**src/rtl/core/b32se_pkg.sv**
```systemverilog
// Types, character codes and the group-to-character map of the base32 stream encoder.
`timescale 1ns / 1ps

package b32se_pkg;

   localparam int MAX_SYMBOLS = 4;

   typedef logic [6:0] symbol_type;
   typedef logic [4:0] group_type;

   localparam symbol_type ASCII_A     = 7'h41;
   localparam symbol_type ASCII_0     = 7'h30;
   localparam symbol_type SYM_NEWLINE = 7'd10;
   localparam group_type  DIGIT_START = 5'd26;

   // All characters that one byte produces, in output order.
   typedef struct packed {
      symbol_type [MAX_SYMBOLS-1:0] syms;
      logic [2:0]                   count;
   } entry_type;

   function automatic symbol_type group_to_symbol(input group_type g);
      symbol_type result;
      if (g < DIGIT_START) begin
         result = ASCII_A + {2'b00, g};
      end else begin
         result = ASCII_0 + {2'b00, g - DIGIT_START};
      end
      return result;
   endfunction

endpackage

```
**src/rtl/core/b32se_if.sv**
```systemverilog
// Valid/ready channel interfaces for the byte input and the character output.
`timescale 1ns / 1ps

interface b32se_req_if;
   logic       valid;
   logic       ready;
   logic [7:0] data_byte;
   logic       final_byte;

   modport source (output valid, output data_byte, output final_byte, input ready);
   modport sink   (input valid, input data_byte, input final_byte, output ready);
endinterface

interface b32se_rsp_if;
   logic                 valid;
   logic                 ready;
   b32se_pkg::symbol_type symbol;
   logic                 run_last;

   modport source (output valid, output symbol, output run_last, input ready);
   modport sink   (input valid, input symbol, input run_last, output ready);
endinterface

```
**src/rtl/core/base32_stream_encoder.sv**
```systemverilog
// Streaming base32-variant encoder: bytes in, ASCII characters and newlines out.
`timescale 1ns / 1ps
//
//  channel  direction  payload                   item
//  req_if   in         data_byte[7:0], final_byte one raw byte
//  rsp_if   out        symbol[6:0], run_last      one ASCII character
//
// A byte is encoded in the cycle it is accepted and yields one to four characters,
// which are held in a result slot and leave one per cycle while rsp_if is ready.
// Two result slots let a byte enter while the previous one drains, so the sustained
// byte rate is set by each byte's character count (one or two, up to four at a line
// end or on the final byte) and the one-character-per-cycle result port.
// Synchronous reset clears the carried bits and the line count and empties both slots.
// A stall on rsp_if holds the character; req_if stalls only when both slots are full.

module base32_stream_encoder #(
   parameter int LINE_BYTES = 45
) (
   input  logic               clock,
   input  logic               reset,
   b32se_req_if.sink          req_if,
   b32se_rsp_if.source        rsp_if
);

   localparam logic [5:0] LINE_LIMIT = 6'(LINE_BYTES);

   logic [3:0] spare_bits_ff,      spare_bits_in;
   logic [2:0] spare_count_ff,     spare_count_in;
   logic [5:0] line_bytes_seen_ff, line_bytes_seen_in;

   b32se_pkg::entry_type slot_ff [2];
   logic [1:0] slot_count_ff, slot_count_in;
   logic       wr_ptr_ff,     wr_ptr_in;
   logic       rd_ptr_ff,     rd_ptr_in;
   logic [1:0] pos_ff,        pos_in;

   logic                 accept;
   logic                 take;
   logic                 last_of_run;
   b32se_pkg::entry_type cur_entry;
   b32se_pkg::entry_type new_entry;

   b32se_pkg::group_type first_group;
   b32se_pkg::group_type second_group;
   b32se_pkg::group_type pad_group;
   logic                 two_groups;
   logic [3:0]           left_bits;
   logic [2:0]           left_count;
   logic [5:0]           line_next;
   logic                 flush;
   logic [2:0]           k;

   assign accept = req_if.valid && req_if.ready;
   assign take   = rsp_if.valid && rsp_if.ready;

   assign req_if.ready = (slot_count_ff != 2'd2);

   assign cur_entry       = slot_ff[rd_ptr_ff];
   assign last_of_run     = (({1'b0, pos_ff} + 3'd1) == cur_entry.count);
   assign rsp_if.valid    = (slot_count_ff != 2'd0);
   assign rsp_if.symbol   = cur_entry.syms[pos_ff];
   assign rsp_if.run_last = last_of_run;

   // Split the carried bits plus the new byte, MSB first, into 5-bit groups.
   always_comb begin
      first_group  = '0;
      second_group = '0;
      two_groups   = 1'b0;
      left_bits    = '0;
      left_count   = '0;
      unique case (spare_count_ff)
         3'd0: begin
            first_group = req_if.data_byte[7:3];
            left_bits   = {1'b0, req_if.data_byte[2:0]};
            left_count  = 3'd3;
         end
         3'd1: begin
            first_group = {spare_bits_ff[0], req_if.data_byte[7:4]};
            left_bits   = req_if.data_byte[3:0];
            left_count  = 3'd4;
         end
         3'd2: begin
            first_group  = {spare_bits_ff[1:0], req_if.data_byte[7:5]};
            second_group = req_if.data_byte[4:0];
            two_groups   = 1'b1;
         end
         3'd3: begin
            first_group  = {spare_bits_ff[2:0], req_if.data_byte[7:6]};
            second_group = req_if.data_byte[5:1];
            two_groups   = 1'b1;
            left_bits    = {3'b000, req_if.data_byte[0]};
            left_count   = 3'd1;
         end
         default: begin
            // Four carried bits; larger counts never occur and are treated the same.
            first_group  = {spare_bits_ff[3:0], req_if.data_byte[7]};
            second_group = req_if.data_byte[6:2];
            two_groups   = 1'b1;
            left_bits    = {2'b00, req_if.data_byte[1:0]};
            left_count   = 3'd2;
         end
      endcase
   end

   // Leftover bits are padded with zeros on the right into a final group.
   always_comb begin
      unique case (left_count)
         3'd1:    pad_group = {left_bits[0],   4'b0000};
         3'd2:    pad_group = {left_bits[1:0], 3'b000};
         3'd3:    pad_group = {left_bits[2:0], 2'b00};
         3'd4:    pad_group = {left_bits[3:0], 1'b0};
         default: pad_group = '0;
      endcase
   end

   assign line_next = line_bytes_seen_ff + 6'd1;
   assign flush     = (line_next >= LINE_LIMIT) || req_if.final_byte;

   always_comb begin
      new_entry = '0;
      k         = 3'd0;
      new_entry.syms[k[1:0]] = b32se_pkg::group_to_symbol(first_group);
      k = k + 3'd1;
      if (two_groups) begin
         new_entry.syms[k[1:0]] = b32se_pkg::group_to_symbol(second_group);
         k = k + 3'd1;
      end
      if (flush && (left_count != 3'd0)) begin
         new_entry.syms[k[1:0]] = b32se_pkg::group_to_symbol(pad_group);
         k = k + 3'd1;
      end
      if (flush) begin
         new_entry.syms[k[1:0]] = b32se_pkg::SYM_NEWLINE;
         k = k + 3'd1;
      end
      new_entry.count = k;
   end

   always_comb begin
      spare_bits_in      = spare_bits_ff;
      spare_count_in     = spare_count_ff;
      line_bytes_seen_in = line_bytes_seen_ff;
      wr_ptr_in          = wr_ptr_ff;
      rd_ptr_in          = rd_ptr_ff;
      pos_in             = pos_ff;
      slot_count_in      = slot_count_ff;
      if (accept) begin
         wr_ptr_in = ~wr_ptr_ff;
         if (flush) begin
            spare_bits_in      = '0;
            spare_count_in     = '0;
            line_bytes_seen_in = '0;
         end else begin
            spare_bits_in      = left_bits;
            spare_count_in     = left_count;
            line_bytes_seen_in = line_next;
         end
      end
      if (take) begin
         if (last_of_run) begin
            rd_ptr_in = ~rd_ptr_ff;
            pos_in    = '0;
         end else begin
            pos_in = pos_ff + 2'd1;
         end
      end
      slot_count_in = slot_count_ff + {1'b0, accept} - {1'b0, take && last_of_run};
   end

   always_ff @(posedge clock) begin
      if (reset) begin
         spare_bits_ff      <= '0;
         spare_count_ff     <= '0;
         line_bytes_seen_ff <= '0;
         wr_ptr_ff          <= 1'b0;
         rd_ptr_ff          <= 1'b0;
         pos_ff             <= '0;
         slot_count_ff      <= '0;
      end else begin
         spare_bits_ff      <= spare_bits_in;
         spare_count_ff     <= spare_count_in;
         line_bytes_seen_ff <= line_bytes_seen_in;
         wr_ptr_ff          <= wr_ptr_in;
         rd_ptr_ff          <= rd_ptr_in;
         pos_ff             <= pos_in;
         slot_count_ff      <= slot_count_in;
      end
   end

   always_ff @(posedge clock) begin
      if (accept) begin
         slot_ff[wr_ptr_ff] <= new_entry;
      end
   end

endmodule

```
**src/flat_wrapper.sv**
```systemverilog
// flat-port wrapper written by rule: the top's interface ports become plain ports
module base32_stream_encoder_flat 
#(
   parameter int LINE_BYTES = 45
)
  (clock, reset, req_if_valid, req_if_data_byte, req_if_final_byte, req_if_ready, rsp_if_valid, rsp_if_symbol, rsp_if_run_last, rsp_if_ready);
  b32se_req_if req_if_i ();
  b32se_rsp_if rsp_if_i ();
  input  logic clock;
  input  logic reset;
  input wire logic [$bits(req_if_i.valid)-1:0] req_if_valid;
  input wire logic [$bits(req_if_i.data_byte)-1:0] req_if_data_byte;
  input wire logic [$bits(req_if_i.final_byte)-1:0] req_if_final_byte;
  output wire logic [$bits(req_if_i.ready)-1:0] req_if_ready;
  output wire logic [$bits(rsp_if_i.valid)-1:0] rsp_if_valid;
  output wire logic [$bits(rsp_if_i.symbol)-1:0] rsp_if_symbol;
  output wire logic [$bits(rsp_if_i.run_last)-1:0] rsp_if_run_last;
  input wire logic [$bits(rsp_if_i.ready)-1:0] rsp_if_ready;
  assign req_if_i.valid = req_if_valid;
  assign req_if_i.data_byte = req_if_data_byte;
  assign req_if_i.final_byte = req_if_final_byte;
  assign req_if_ready = req_if_i.ready;
  assign rsp_if_valid = rsp_if_i.valid;
  assign rsp_if_symbol = rsp_if_i.symbol;
  assign rsp_if_run_last = rsp_if_i.run_last;
  assign rsp_if_i.ready = rsp_if_ready;
  base32_stream_encoder #(.LINE_BYTES(LINE_BYTES)) u_core (.clock(clock), .reset(reset), .req_if(req_if_i), .rsp_if(rsp_if_i));
endmodule
```
**config.mk**
```make
export PLATFORM = sky130hd
export DESIGN_NAME = base32_stream_encoder_flat
export DESIGN_NICKNAME = d
export VERILOG_FILES = /design/src/rtl/core/b32se_pkg.sv /design/src/rtl/core/b32se_if.sv /design/src/rtl/core/base32_stream_encoder.sv /design/src/flat_wrapper.sv
export SDC_FILE = /design/constraint.sdc
export NUM_CORES = 1
export LEC_CHECK = 0
export BUFFER_PORTS_ARGS = -buffer_cell sky130_fd_sc_hd__buf_2
export CAP_MARGIN = 20
export CORE_MARGIN = 2
export CORE_UTILIZATION = 55
export CTS_BUF_LIST = sky130_fd_sc_hd__clkbuf_8 sky130_fd_sc_hd__clkbuf_16
export DETAILED_ROUTE_END_ITERATION = 8
export GPL_ROUTABILITY_DRIVEN = 0
export GPL_TIMING_DRIVEN = 0
export HOLD_SLACK_MARGIN = 0.06
export PLACE_DENSITY_LB_ADDON = 0.25
export SYNTH_ARGS = -nofsm -noshare
export SYNTH_HDL_FRONTEND = slang
export SYNTH_SLANG_ARGS = --single-unit
```
**constraint.sdc**
```tcl
create_clock -name clock -period 2.9 [get_ports clock]
set_input_delay 0.145 -clock clock [delete_from_list [all_inputs] [get_ports clock]]
set_output_delay 0.145 -clock clock [all_outputs]
set_load 0.01 [all_outputs]
```
==> impl_metrics.ini <==
[outcome]
status = completed

[logic_synthesis]
yosysWarningCount = 0
ys_seq_elements = 68
synth_edf_count = 48
yosysUniqueCellTypes = 59
syn_inst = 392
syn_avg_cell_area_um2 = 10.4
synthFlopType = edfxtp_1
async_flop_share_pct = 0
syn-cell-area_um2 = 4080
ys_seq_area_share_pct = 45.1

[setup_path]
critPathMaxFanout = 10
arrival_ps = 2850
worstSetupEndpointType = register
cp-start-kind = register
criticalPathCategory = reg -> reg
cp_data_required_time_ps = 2960

[clock_tree]
numClockSinks = 68
cts_hold_buf = 0
cts_tree = yes
clkTransAtPathRegs_ps = 80
htree_levels = 3
cts_made_buffers = 9
cts-root-buf = clkbuf_8
clk_latency_ps = 350
clockBufferDepth = 2

[sta]
worst_slew_pin_slew_ps = 579
max_freq_mhz = 359
fin_crit_ps = 2780
maxSlewViolCount = 0
setup_ws_ps = 118
timing.slew.headroom_pct = 61.4
period_share_pct = 95.9
hold_violations = 0
finClkSkew_ps = 12.4
finalSetupTns_ps = 0
setup_viol = 0
hold_ws_ps = 83.7

[floorplan]
initial_core_util_pct = 56.6
core_region_area_um2 = 7210
num_io_pins = 23
rows = 31
die_w_um = 90.1
die_h_um = 90.1
dieArea_um2 = 8130

[detailed_routing]
wl_per_cell_um = 16.9
num_vias = 3184
vias_per_cell = 5.97
drt-initial-drc-count = 268
wl_um = 9030
antenna_left = 0
drc = 0
first_pass_iters = 5

[power]
p_switching_mw = 0.911
seqPwrFrac_pct = 44.9
p_int_mw = 1.85
combPwrFrac_pct = 30.8
leakagePower_nw = 1.66
p_sw_share_pct = 32.9
ir_worst_vdd_mv = 0.291
clkPwrFrac_pct = 24.3
power_density_nw_per_um2 = 595
finalPower_mw = 2.77

[final_layout]
multiInputGateArea_um2 = 2130
areaGrowthSynthToFinish_pct = 13.8
final_cell_mix = edfxtp_1, nand2_1, inv_1, a21oi_1, buf_2
fin_cells = 533
nFillCells = 574
regArea_um2 = 1850
nets = 457
final_common_cell = edfxtp_1
drive_gt1_share_pct = 21.0
n_antenna_cell = 0

[hold_path]
min_path_type = in -> reg

[global_routing]
grt_pass1_wl_um = 15200
gr-usage-met3_pct = 4.27
grt_max_degree = 18
grt_antenna_before_repair = 0
grt_pass1_vias = 3018
grtUsageMet2_pct = 37.5
grt-ovfl-total = 0
use_met1_pct = 32.4
grt_usage_pct = 23.3
grt-busiest-layer = met2

[placed_design]
dpl_worst_slack_ps = -375
io_buffers = 21
dpl.cell_count = 515
hpwl_um = 6570

[flow_run]
cap_violations = 0
what timing repair did:
action | 4_1_cts | 5_1_grt
hold endpoints to repair | 0 | 0
setup buffers | 0 | 2
resized for setup | 7 | 20
pin swaps | 1 | 1
cloned | 0 | 0
setup endpoints to repair | 18 | 30
power by group through the flow:
stage / sequential, mW / combinational (mW) / clock (mW)
floorplan: 1.25 / 0.581 / 0
global placement: 1.26 / 0.764 / 0
detailed placement: 1.26 / 0.806 / 0
CTS: 1.24 / 0.815 / 0.681
global route: 1.25 / 0.945 / 0.724
finish: 1.24 / 0.852 / 0.672
worst max-delay path: stages, from the launching register on:
cell	delay (ps)
dfxtp_1	400
inv_1	80
ha_1	180
o2111ai_1	290
a32oi_2	200
buf_6	180
nor2_2	170
a21oi_1	80
ha_1	400
nand2_2	110
a21oi_4	270
a21oi_1	140
path summary, 6_finish.rpt:
check / startpoint / endpoint / slack, ps / cells past startpoint
max: u_core.line_bytes_seen_ff[1]$_SDFFE_PP0P_ / u_core.slot_ff[1][9]$_DFFE_PP_ / 120 / 11
min: rsp_if_ready / u_core.pos_ff[1]$_SDFFE_PP0P_ / 80 / 3
max reg2reg: u_core.line_bytes_seen_ff[1]$_SDFFE_PP0P_ / u_core.slot_ff[1][9]$_DFFE_PP_ / 120 / 11
min reg2reg: u_core.line_bytes_seen_ff[0]$_SDFFE_PP0P_ / u_core.line_bytes_seen_ff[0]$_SDFFE_PP0P_ / 500 / 2
state kept, by name, summed over array words and instances, names as in the netlist, named ones only:
| signal | count |
|---|---|
| u_core.slot_count_ff | 2 |
| u_core.line_bytes_seen_ff | 6 |
| u_core.spare_bits_ff | 4 |
| u_core.pos_ff | 2 |
| u_core.slot_ff | 48 |
| u_core.spare_count_ff | 3 |
| u_core.wr_ptr_ff | 1 |
| u_core.rd_ptr_ff | 1 |
stage by stage:
stage / instance area (um^2) / utilization, %
after detailed placement: 4360 / 60.5
after global routing: 4650 / 64.4
after global placement: 4310 / 59.8
after CTS: 4550 / 63.1
final: 4650 / 64.4
after floorplan: 4090 / -
area by class of cell:
cell class | instances | share of cell area, %
multi-input combinational | 277 | 45.9
tap | 99 | 2.67
inverter | 28 | 2.26
buffer | 20 | 2.29
sequential | 68 | 39.7
timing repair buffer | 25 | 3.50
clock buffer | 9 | 2.67
clock inverter | 7 | 0.970
per-layer routing:
| layer | routed length, um | up-vias |
|---|---|---|
| met5 | 0 | - |
| met4 | 153 | 0 |
| met3 | 479 | 17 |
| met2 | 4350 | 106 |
| met1 | 4040 | 1515 |
| li1 | - | 1546 |
cells by family after synthesis:
family / share of synthesized area [%]
other: 0.0919
flip-flops: 45.1
AO/OA/AOI/OAI: 16.5
XOR/XNOR: 1.93
adder cells (fa/ha/maj): 4.60
AND/OR/NAND/NOR: 14.1
multiplexers: 12.8
buffers and inverters: 4.87
synthesized netlist by cell type (4+ instances only):
master     n  area, um^2
clkbuf_1  12        45.0
xnor2_1    6        52.6
inv_1     26        97.6
nor2b_1    5        31.3
nand4_1    5        31.3
a31oi_1    6        37.5
ha_1      15         188
mux2_2     6        67.6
nand3_1   11        55.1
mux4_2    11         248
and2_1     4        25.0
o21ai_0   15        75.1
nand2b_1   4        25.0
buf_2      6        30.0
a21oi_1   28         140
dfxtp_1   20         400
nor2_1    23        86.3
o211ai_1   6        45.0
o221ai_1   5        43.8
o21ai_1    4        20.0
nand2_1   40         150
or4_1      4        30.0
o22ai_1    6        37.5
and3_1     4        25.0
edfxtp_1  48        1440
mux2i_1   19         190
Power figures use the tool's default switching activity.
